--- src/hw/rtl/cde_pkg.sv ---
package cde_pkg;

    localparam int unsigned YEAR_W   = 14;
    localparam int unsigned MONTH_W  = 4;
    localparam int unsigned DAY_W    = 5;
    localparam int unsigned HOUR_W   = 5;
    localparam int unsigned MINUTE_W = 6;
    localparam int unsigned SECOND_W = 6;
    localparam int unsigned EPOCH_W  = 32;
    localparam int unsigned CFG_W    = 8;

    // Days since 1970-01-01 held for dates inside the accepted window.
    localparam int unsigned DAYS_W   = 16;
    // Seconds into the day, 0 to 86399.
    localparam int unsigned TOD_W    = 17;
    // Signed offset in seconds, -43200 to 50400.
    localparam int unsigned OFFS_W   = 17;

    localparam logic [EPOCH_W-1:0] EPOCH_LOW  = 32'd1704067200;
    localparam logic [EPOCH_W-1:0] EPOCH_HIGH = 32'd4102444800;

    localparam logic [CFG_W-1:0] OFFSET_MAX  = 8'd104;
    localparam logic [CFG_W-1:0] OFFSET_BIAS = 8'd48;

    // Cumulative days before each month of a year that starts in March.
    function automatic logic [8:0] t_month_days(input logic [MONTH_W-1:0] mp);
        logic [8:0] res;
        case (mp)
            4'd0:    res = 9'd0;
            4'd1:    res = 9'd31;
            4'd2:    res = 9'd61;
            4'd3:    res = 9'd92;
            4'd4:    res = 9'd122;
            4'd5:    res = 9'd153;
            4'd6:    res = 9'd184;
            4'd7:    res = 9'd214;
            4'd8:    res = 9'd245;
            4'd9:    res = 9'd275;
            4'd10:   res = 9'd306;
            4'd11:   res = 9'd337;
            default: res = 9'd0;
        endcase
        return res;
    endfunction

endpackage

--- src/hw/rtl/cde_if.sv ---
interface cde_in_if import cde_pkg::*; ();
    logic                valid;
    logic                ready;
    logic [YEAR_W-1:0]   year;
    logic [MONTH_W-1:0]  month;
    logic [DAY_W-1:0]    day;
    logic [HOUR_W-1:0]   hour;
    logic [MINUTE_W-1:0] minute;
    logic [SECOND_W-1:0] second;

    modport source (output valid, year, month, day, hour, minute, second, input ready);
    modport sink   (input valid, year, month, day, hour, minute, second, output ready);
endinterface

interface cde_out_if import cde_pkg::*; ();
    logic               valid;
    logic               ready;
    logic               fields_ok;
    logic               epoch_ok;
    logic [EPOCH_W-1:0] utc_epoch;
    logic [EPOCH_W-1:0] local_epoch;

    modport source (output valid, fields_ok, epoch_ok, utc_epoch, local_epoch, input ready);
    modport sink   (input valid, fields_ok, epoch_ok, utc_epoch, local_epoch, output ready);
endinterface

interface cde_cfg_if import cde_pkg::*; ();
    logic             valid;
    logic             ready;
    logic [CFG_W-1:0] data;

    modport source (output valid, data, input ready);
    modport sink   (input valid, data, output ready);
endinterface

--- src/hw/rtl/civil_date_to_epoch.sv ---
// Civil date to Unix epoch converter.
// A request on i_in carries one UTC calendar reading (year, month, day, hour,
// minute, second). For each accepted request exactly one result request
// appears on o_out with the field check flag, the window check flag, the UTC
// epoch in seconds and the local epoch. Both epoch values read zero whenever
// the window check fails.
// i_cfg writes the biased quarter-hour UTC offset. It is always ready, and it
// should only be written while no request is in flight.
// A request passes through three registers on its way to o_out.valid: an
// input register, a register after the calendar arithmetic and the result
// register. While o_out.ready is high the pipeline takes a new request every
// cycle; the one constant multiply by 86400 in stage 2 sets the clock period.
// When the receiver holds o_out.ready low, the result register holds and each
// stage fills in turn, so three requests can be in flight before i_in.ready
// falls. Nothing is lost or repeated while stalled.
// Reset (synchronous, active low) empties the pipeline and sets the offset to
// the unbiased value, i.e. local time equals UTC.
module civil_date_to_epoch
    import cde_pkg::*;
(
    input  logic     i_clk,
    input  logic     i_rst_n,
    cde_in_if.sink   i_in,
    cde_cfg_if.sink  i_cfg,
    cde_out_if.source o_out
);

    // Pipeline control. Each stage moves when the one after it is empty or
    // moving at the same edge.
    logic r_v0, r_v1, r_v2;
    logic adv0, adv1, adv2;

    assign adv2 = !r_v2 || o_out.ready;
    assign adv1 = !r_v1 || adv2;
    assign adv0 = !r_v0 || adv1;

    assign i_in.ready  = adv0;
    assign i_cfg.ready = 1'b1;

    always_ff @(posedge i_clk) begin
        if (!i_rst_n) begin
            r_v0 <= 1'b0;
            r_v1 <= 1'b0;
            r_v2 <= 1'b0;
        end else begin
            if (adv0) begin
                r_v0 <= i_in.valid;
            end
            if (adv1) begin
                r_v1 <= r_v0;
            end
            if (adv2) begin
                r_v2 <= r_v1;
            end
        end
    end

    // The offset register holds the offset already scaled to seconds, so the
    // last stage only needs an add.
    logic        [CFG_W-1:0]  cfg_clamped;
    logic signed [7:0]        cfg_quarters;
    logic signed [OFFS_W-1:0] cfg_quarters_ext;
    logic signed [OFFS_W-1:0] n_offset;
    logic signed [OFFS_W-1:0] r_offset;

    always_comb begin
        cfg_clamped      = (i_cfg.data <= OFFSET_MAX) ? i_cfg.data : OFFSET_BIAS;
        cfg_quarters     = $signed(cfg_clamped) - $signed(OFFSET_BIAS);
        cfg_quarters_ext = OFFS_W'(cfg_quarters);
        n_offset         = cfg_quarters_ext * 17'sd900;
    end

    always_ff @(posedge i_clk) begin
        if (!i_rst_n) begin
            r_offset <= '0;
        end else if (i_cfg.valid) begin
            r_offset <= n_offset;
        end
    end

    // Stage 0: input register.
    logic [YEAR_W-1:0]   r_year;
    logic [MONTH_W-1:0]  r_month;
    logic [DAY_W-1:0]    r_day;
    logic [HOUR_W-1:0]   r_hour;
    logic [MINUTE_W-1:0] r_minute;
    logic [SECOND_W-1:0] r_second;

    always_ff @(posedge i_clk) begin
        if (adv0 && i_in.valid) begin
            r_year   <= i_in.year;
            r_month  <= i_in.month;
            r_day    <= i_in.day;
            r_hour   <= i_in.hour;
            r_minute <= i_in.minute;
            r_second <= i_in.second;
        end
    end

    // Stage 1: field checks and days since 1970.
    // Every date in the window falls in the 400-year era that starts with
    // March 2000, and its year of era stays below 100, so the century terms of
    // the general method vanish. The day count is then
    // 11017 + 365 * yoe + yoe / 4 + day of year, where 11017 is 2000-03-01.
    // Outside the window the result is masked to zero, so the reduced form
    // never shows. The window itself reduces to a year range: even with day
    // overflow a date in 2023 cannot reach 2024, and 2100-01-01 is excluded.
    logic                  fok;
    logic                  eok;
    logic                  jan_feb;
    logic [YEAR_W-1:0]     year_of_era;
    logic [6:0]            yoe;
    logic [MONTH_W-1:0]    mp;
    logic [DAYS_W-1:0]     n_days;
    logic [TOD_W-1:0]      n_tod;

    always_comb begin
        fok = (r_second < 6'd60) && (r_minute < 6'd60) && (r_hour < 5'd24) &&
              (r_day >= 5'd1) && (r_month >= 4'd1) && (r_month <= 4'd12);
        eok = fok && (r_year >= 14'd2024) && (r_year <= 14'd2099);

        jan_feb     = (r_month <= 4'd2);
        year_of_era = r_year - 14'd2000 - {13'd0, jan_feb};
        yoe         = year_of_era[6:0];
        mp          = jan_feb ? (r_month + 4'd9) : (r_month - 4'd3);

        n_days = 16'd11017 + (DAYS_W'(yoe) * 16'd365) + DAYS_W'(yoe[6:2]) +
                 DAYS_W'(t_month_days(mp)) + DAYS_W'(r_day) - 16'd1;
        n_tod  = (TOD_W'(r_hour) * 17'd3600) + (TOD_W'(r_minute) * 17'd60) +
                 TOD_W'(r_second);
    end

    logic              r_fok1;
    logic              r_eok1;
    logic [DAYS_W-1:0] r_days;
    logic [TOD_W-1:0]  r_tod;

    always_ff @(posedge i_clk) begin
        if (adv1 && r_v0) begin
            r_fok1 <= fok;
            r_eok1 <= eok;
            r_days <= n_days;
            r_tod  <= n_tod;
        end
    end

    // Stage 2: seconds, local offset and masking.
    logic [DAYS_W+TOD_W-1:0] day_secs;
    logic [EPOCH_W-1:0]      utc;
    logic [EPOCH_W-1:0]      loc;

    always_comb begin
        day_secs = (DAYS_W+TOD_W)'(r_days) * 33'd86400;
        utc      = day_secs[EPOCH_W-1:0] + EPOCH_W'(r_tod);
        loc      = utc + EPOCH_W'(r_offset);
    end

    logic               r_fok2;
    logic               r_eok2;
    logic [EPOCH_W-1:0] r_utc;
    logic [EPOCH_W-1:0] r_loc;

    always_ff @(posedge i_clk) begin
        if (adv2 && r_v1) begin
            r_fok2 <= r_fok1;
            r_eok2 <= r_eok1;
            r_utc  <= r_eok1 ? utc : '0;
            r_loc  <= r_eok1 ? loc : '0;
        end
    end

    assign o_out.valid       = r_v2;
    assign o_out.fields_ok   = r_fok2;
    assign o_out.epoch_ok    = r_eok2;
    assign o_out.utc_epoch   = r_utc;
    assign o_out.local_epoch = r_loc;

endmodule

--- src/flat_wrapper.sv ---
// flat-port wrapper written by rule: the top's interface ports become plain ports
module civil_date_to_epoch_flat import cde_pkg::*;
  (i_clk, i_rst_n, i_in_valid, i_in_year, i_in_month, i_in_day, i_in_hour, i_in_minute, i_in_second, i_in_ready, i_cfg_valid, i_cfg_data, i_cfg_ready, o_out_valid, o_out_fields_ok, o_out_epoch_ok, o_out_utc_epoch, o_out_local_epoch, o_out_ready);
  cde_in_if i_in_i ();
  cde_cfg_if i_cfg_i ();
  cde_out_if o_out_i ();
  input  logic i_clk;
  input  logic i_rst_n;
  input wire logic [$bits(i_in_i.valid)-1:0] i_in_valid;
  input wire logic [$bits(i_in_i.year)-1:0] i_in_year;
  input wire logic [$bits(i_in_i.month)-1:0] i_in_month;
  input wire logic [$bits(i_in_i.day)-1:0] i_in_day;
  input wire logic [$bits(i_in_i.hour)-1:0] i_in_hour;
  input wire logic [$bits(i_in_i.minute)-1:0] i_in_minute;
  input wire logic [$bits(i_in_i.second)-1:0] i_in_second;
  output wire logic [$bits(i_in_i.ready)-1:0] i_in_ready;
  input wire logic [$bits(i_cfg_i.valid)-1:0] i_cfg_valid;
  input wire logic [$bits(i_cfg_i.data)-1:0] i_cfg_data;
  output wire logic [$bits(i_cfg_i.ready)-1:0] i_cfg_ready;
  output wire logic [$bits(o_out_i.valid)-1:0] o_out_valid;
  output wire logic [$bits(o_out_i.fields_ok)-1:0] o_out_fields_ok;
  output wire logic [$bits(o_out_i.epoch_ok)-1:0] o_out_epoch_ok;
  output wire logic [$bits(o_out_i.utc_epoch)-1:0] o_out_utc_epoch;
  output wire logic [$bits(o_out_i.local_epoch)-1:0] o_out_local_epoch;
  input wire logic [$bits(o_out_i.ready)-1:0] o_out_ready;
  assign i_in_i.valid = i_in_valid;
  assign i_in_i.year = i_in_year;
  assign i_in_i.month = i_in_month;
  assign i_in_i.day = i_in_day;
  assign i_in_i.hour = i_in_hour;
  assign i_in_i.minute = i_in_minute;
  assign i_in_i.second = i_in_second;
  assign i_in_ready = i_in_i.ready;
  assign i_cfg_i.valid = i_cfg_valid;
  assign i_cfg_i.data = i_cfg_data;
  assign i_cfg_ready = i_cfg_i.ready;
  assign o_out_valid = o_out_i.valid;
  assign o_out_fields_ok = o_out_i.fields_ok;
  assign o_out_epoch_ok = o_out_i.epoch_ok;
  assign o_out_utc_epoch = o_out_i.utc_epoch;
  assign o_out_local_epoch = o_out_i.local_epoch;
  assign o_out_i.ready = o_out_ready;
  civil_date_to_epoch u_core (.i_clk(i_clk), .i_rst_n(i_rst_n), .i_in(i_in_i), .i_cfg(i_cfg_i), .o_out(o_out_i));
endmodule
--- config.mk ---
export PLATFORM = sky130hd
export DESIGN_NAME = civil_date_to_epoch_flat
export DESIGN_NICKNAME = d
export VERILOG_FILES = /design/src/hw/rtl/cde_pkg.sv /design/src/hw/rtl/cde_if.sv /design/src/hw/rtl/civil_date_to_epoch.sv /design/src/flat_wrapper.sv
export SDC_FILE = /design/constraint.sdc
export NUM_CORES = 1
export LEC_CHECK = 0
export ABC_CLOCK_PERIOD_IN_PS = 15500
export BUFFER_PORTS_ARGS = -buffer_cell sky130_fd_sc_hd__buf_2
export CAP_MARGIN = 20
export CORE_MARGIN = 5
export CORE_UTILIZATION = 62
export DETAILED_ROUTE_END_ITERATION = 8
export GPL_ROUTABILITY_DRIVEN = 1
export PLACE_DENSITY = 0.87
export RECOVER_POWER = 50
export SLEW_MARGIN = 20
export SYNTH_ARGS = -nofsm -noshare
export SYNTH_HDL_FRONTEND = slang
export SYNTH_SLANG_ARGS = --single-unit
--- constraint.sdc ---
create_clock -name i_clk -period 15.5 [get_ports i_clk]
set_input_delay 3.1 -clock i_clk [delete_from_list [all_inputs] [get_ports i_clk]]
set_output_delay 3.1 -clock i_clk [all_outputs]
set_load 0.02 [all_outputs]
Word-level counts from Yosys, hierarchy flattened
Memories as Yosys holds them, arrays and structs flattened.
Index checks and enable logic that the tools add are counted.
- mux-type cells: 2
- add/subtract/negate cells: 14
- $lt $le $gt $ge: 10
- $mul: 5
- reductions and logical operators: 16
- operators with widths (operator ; count):
    $add 16x5->16 ; 2
    $add 32x17->32 ; 1
    $add 32x32->32 ; 1
    $mul 16x10->25 const B ; 1
    $add 17x12->17 ; 1
    $add 17x6->17 ; 1
    $add 14x16->16 const A ; 1
    $add 16x9->16 ; 1
    $mul 7x9->16 const B ; 1
    $sub 16x1->16 const B ; 1
    $mul 8x9->15 const B ; 1
    $ge 14x11->1 const B ; 1
    $le 14x12->1 const B ; 1
    $mul 5x8->13 const B ; 1
    $lt 6x6->1 const B ; 2
    $logic_and 1x1->1 ; 10
    $mul 6x4->10 const B ; 1
    $le 8x7->1 const B ; 1
    $mux 8 ; 1
    $sub 8x7->8 const B ; 1
    $sub 7x1->7 ; 1
    $sub 7x7->7 const B ; 1
    $ge 5x1->1 const B ; 1
    $lt 5x5->1 const B ; 1
    8 further kinds ; 12
- logic and storage cells: 66
- memories kept: 1
- memory bits (read-only): 144
- flip-flop bits (word level): 159
- bits of input ports: 53
- output and inout port bits: 69
- memories (name ; words ; bits a word ; rd ports ; clocked after memory_dff ; wr ports ; RTL line ; source):
    (no name shown) ; 16 ; 9 ; 1 ; 0 ; 0 ; cde_pkg.sv:28 ; case (mp)

Longest topological paths before layout
- depth after elaboration: 8
- mapped depth: 31
- depth with buffers taken out: 30

Worst setup path before layout
Ideal clock, no wire load.
- path type: input to register
- from: input i_cfg_data[0]
- to: register u_core.r_offset[16]
- slack: 7.745 ns
- stages: 21
- library setup time: 0.066 ns
- arrival time: 7.689 ns
- required time: 15.434 ns
- path buffers: 0
- cell sequence: o31ai_1 > nand2b_1 > a31oi_1 > nor2b_1 > inv_1 > ha_1 > xnor2_1 > inv_1 > fa_1 > inv_1 > fa_1 > fa_1 > inv_1 > ha_1 > ha_1 > a21oi_1 > o21bai_1 > a21oi_1 > xnor2_1 > mux2i_1 > nor2b_1
- word-level cells in the longest chain between the ends: 4
- ends and longest elaborated chain (what ; RTL line ; source):
    start, declared ; flat_wrapper.sv:18 ; input wire logic [$bits(i_cfg_i.data)-1:0] i_cfg_data;
    $le 8x7->1 ; civil_date_to_epoch.sv:67 ; cfg_clamped = (i_cfg.data <= OFFSET_MAX) ? i_cfg.data : OFFSET_BIAS;
    $mux 8 * ; civil_date_to_epoch.sv:67 ;
    $sub 8x7->8 * ; civil_date_to_epoch.sv:68 ; cfg_quarters = $signed(cfg_clamped) - $signed(OFFSET_BIAS);
    net u_core.cfg_quarters[4] ; civil_date_to_epoch.sv:61 ; logic signed [7:0] cfg_quarters;
    $mul 8x9->15 * ; civil_date_to_epoch.sv:70 ; n_offset = cfg_quarters_ext * 17'sd900;
    end signal, assigned ; civil_date_to_epoch.sv:77 ; r_offset <= n_offset;
    end, declared ; civil_date_to_epoch.sv:64 ; logic signed [OFFS_W-1:0] r_offset;
The timed path passes the listed nets; every way through them passes the cells marked *.
A chain may end at the register's enable or synchronous reset.

Worst setup path after layout
- from: input i_cfg_data[1]
- to: register u_core.r_offset[16]
Same word-level chain as after synthesis.

==> impl_metrics.csv <==
group,metric,value,unit
status,status,"finished with violations",
status,violations,"capacitance limit, slew limit",
yosys,synth_edf_count,139,
floorplanning,die-area,0.0278,mm2
yosys,synth_top_family_by_area,"adder cells",
cts,cts_buffer_depth,2,
route,num_vias,10600,
sta,clock_skew,0.0105,ns
yosys,netlist_instances,1453,
cells_and_area,diodes,0,
route,wl_per_cell,15.6,um
placed_design,dp_hpwl,23500,um
sta,slew_viol_final,53,
yosys,synth_fa_ha_area_frac,0.349,
floorplanning,die_w,167,um
yosys,synth_simple_gate_area_frac,0.105,
floorplanning,start_util,0.627,
critical_path,critPathKind,"in -> reg",
critical_path,arrival,8.27,ns
placed_design,io_buffers,120,
route,route.detailed.drc,0,
route,ant_nets,0,
global_routing,track_usage,0.219,
placed_design,place_ws,7.17,ns
cells_and_area,layout-drive-gt1-share,0.0686,
cts,cts.sinks,157,
cells_and_area,num-fill-cells,1754,
route,via_per_inst,5.55,
yosys,synth_area,0.0152,mm2
cts,cts.hold.buffers_added,0,
cts,cts_setup_buffers,0,
yosys,synth_xor_area_frac,0.0636,
placed_design,gp_congestion,0.924,
sta,finalHoldViolCount,0,
global_routing,overflow,0,
min_path,min_path_type,"reg -> reg",
floorplanning,fp-row-count,57,
critical_path,worstSetupEndpointType,"flop",
sta,fin_ws,7.61,ns
yosys,synth_cell_type_count,77,
cts,insertion_delay,0.43,ns
sta,relSlewSlack,-0.322,
floorplanning,pin_count,122,
critical_path,cp-start-kind,"primary input",
yosys,synth_compound_area_frac,0.109,
global_routing,grt_pass1_wl,51100,um
yosys,syn_nets,1875,
floorplanning,core-area,0.0242,mm2
yosys,ys_seq_area_frac,0.298,
sta,fin_crit_sh,0.509,
sta,period_needed,7.89,ns
critical_path,cp_max_fo,6,
cts,cts_tree,"done",
yosys,ys_ff_latch,157,
yosys,async_reset_ff_frac,0,
critical_path,worstPathRequired,15.87,ns
cells_and_area,fin_nets,1998,
route,wirelength,29800,um
sta,fin_tns_setup,0,ns
yosys,avgSynthCellArea,10.5,um2
global_routing,grt_pass1_vias,11300,
cts,clkSlewWorstSetupHoldPaths,0.07,ns
job,timing.max_cap.violations,2,
sta,rsz0062_at_grt,"false",
global_routing,grt_max_degree,65,
cts,cts.htree.levels,4,
cts,cts_buffers,17,
route,drt_iter0_drc,455,
floorplanning,die_y,167,um
global_routing,antenna_found_initial,0,
yosys,ys_warn_count,0,
yosys,synth-main-ff-cell,"edfxtp_1",
sta,setup_violations,0,
sta,worst_pin_slew,1.98,ns
cts,cts_resized,0,
sta,clock.fmax,0.127,GHz
yosys,synth_mux_area_frac,0.0118,
cts,root_buffer,"clkbuf_16",
route,firstDrtPassIters,5,
cells_and_area,area_delta_synth_final,9.67,%
[layer usage]
layer	routed length, um	global-route usage
met3	1400	0.0353
met5	0	0
met4	793	0.0683
met1	12400	0.266
met2	15100	0.399
[cells in the mapped netlist, types with 7 or more instances]
cell / instances / share of area
a21o_1: 41 / 0.020
a21oi_1: 85 / 0.028
a31oi_1: 15 / 0.0062
and2_1: 39 / 0.016
clkbuf_1: 14 / 0.0035
dfxtp_1: 18 / 0.024
edfxtp_1: 139 / 0.27
fa_1: 92 / 0.12
ha_1: 277 / 0.23
inv_1: 229 / 0.057
mux2i_1: 18 / 0.012
nand2_1: 54 / 0.013
nand2b_1: 13 / 0.0053
nand3_1: 15 / 0.0049
nand4_1: 8 / 0.0033
nor2_1: 75 / 0.019
nor2b_1: 31 / 0.013
nor3_1: 17 / 0.0056
o211ai_1: 7 / 0.0035
o21a_1: 11 / 0.0054
o21ai_0: 26 / 0.0086
o21bai_1: 14 / 0.0069
xnor2_1: 73 / 0.042
xor2_1: 33 / 0.019
[layout by cell type, fill, tap and decap left out, types with 7 or more instances in the layout]
cell type | netlist | routed
a21boi_0 | 6 | 7
a21o_1 | 41 | 41
a21oi_1 | 85 | 85
a31oi_1 | 15 | 14
and2_0 | 0 | 8
and2_1 | 39 | 31
buf_2 | 2 | 51
clkbuf_1 | 14 | 73
clkbuf_16 | 0 | 17
dfxtp_1 | 18 | 18
edfxtp_1 | 139 | 139
fa_1 | 92 | 92
ha_1 | 277 | 277
inv_1 | 229 | 229
inv_6 | 0 | 7
mux2i_1 | 18 | 18
nand2_1 | 54 | 54
nand2b_1 | 13 | 13
nand3_1 | 15 | 15
nand4_1 | 8 | 8
nor2_1 | 75 | 75
nor2b_1 | 31 | 30
nor3_1 | 17 | 17
o211ai_1 | 7 | 7
o21a_1 | 11 | 11
o21ai_0 | 26 | 26
o21bai_1 | 14 | 14
xnor2_1 | 73 | 73
xor2_1 | 33 | 33
[state kept, by name, indices dropped and copies added (netlist names), 4 cells and up]
name / cells
u_core.r_year: 14
u_core.r_days: 16
u_core.r_second: 6
u_core.o_out.utc_epoch: 30
u_core.r_offset: 15
u_core.r_day: 5
u_core.o_out.local_epoch: 32
u_core.r_tod: 17
u_core.r_minute: 6
u_core.r_hour: 5
u_core.r_month: 4
[path summary, 6_finish.rpt]
kind | start | end | slack [ns] | cells after the start
worst min-delay path | u_core.r_second[0] | u_core.r_tod[0] | 0.42 | 0
worst max register to register | u_core.r_days[1] | u_core.o_out.local_epoch[30] | 7.75 | 27
worst max-delay path | i_cfg_data[1] | u_core.r_offset[16] | 7.61 | 22
worst min register to register | u_core.r_second[0] | u_core.r_tod[0] | 0.42 | 0
[per-stage QoR]
stage	std cells	cell area (um2)	hold slack, ns	utilization
6_report	1913	16700	0.422	0.688
3_5_place_dp	1880	16200	0.406	0.667
2_1_floorplan	1453	15200	0.400	-
5_1_grt	1913	16700	0.426	0.688
3_3_place_gp	1880	16200	0.400	0.667
4_1_cts	1912	16800	0.423	0.691
[worst max-delay path: stages]
cell	delay [ns]
buf_2	0.10
o31ai_1	0.23
nand2b_1	0.08
a31oi_1	0.37
nor2b_1	0.30
inv_1	0.16
ha_1	0.24
xnor2_1	0.35
inv_1	0.17
fa_1	0.56
inv_1	0.05
fa_1	0.48
fa_1	0.55
inv_1	0.04
ha_1	0.28
ha_1	0.34
a21oi_1	0.24
o21bai_1	0.09
a21oi_1	0.17
xnor2_1	0.13
mux2i_1	0.09
nor2b_1	0.13
[logic make-up after synthesis]
logic type,Yosys count
xor+xnor,108
simple gates,299
mux,18
fa+ha+maj,369
buf+inv,250
other cells,1
compound gates,251
flops,157
[layout make-up]
class | count | area (um2) | share of cell area
Timing Repair Buffer | 125 | 561 | 0.0336
Sequential cell | 157 | 4530 | 0.272
Tap cell | 324 | 405 | 0.0243
Multi-Input combinational cell | 1046 | 9740 | 0.584
Clock inverter | 14 | 146 | 0.00878
Clock buffer | 18 | 429 | 0.0257
Inverter | 229 | 860 | 0.0515
Power is not shown: default switching activity piles up to over one toggle a cycle in this logic, so the estimate is an artifact.
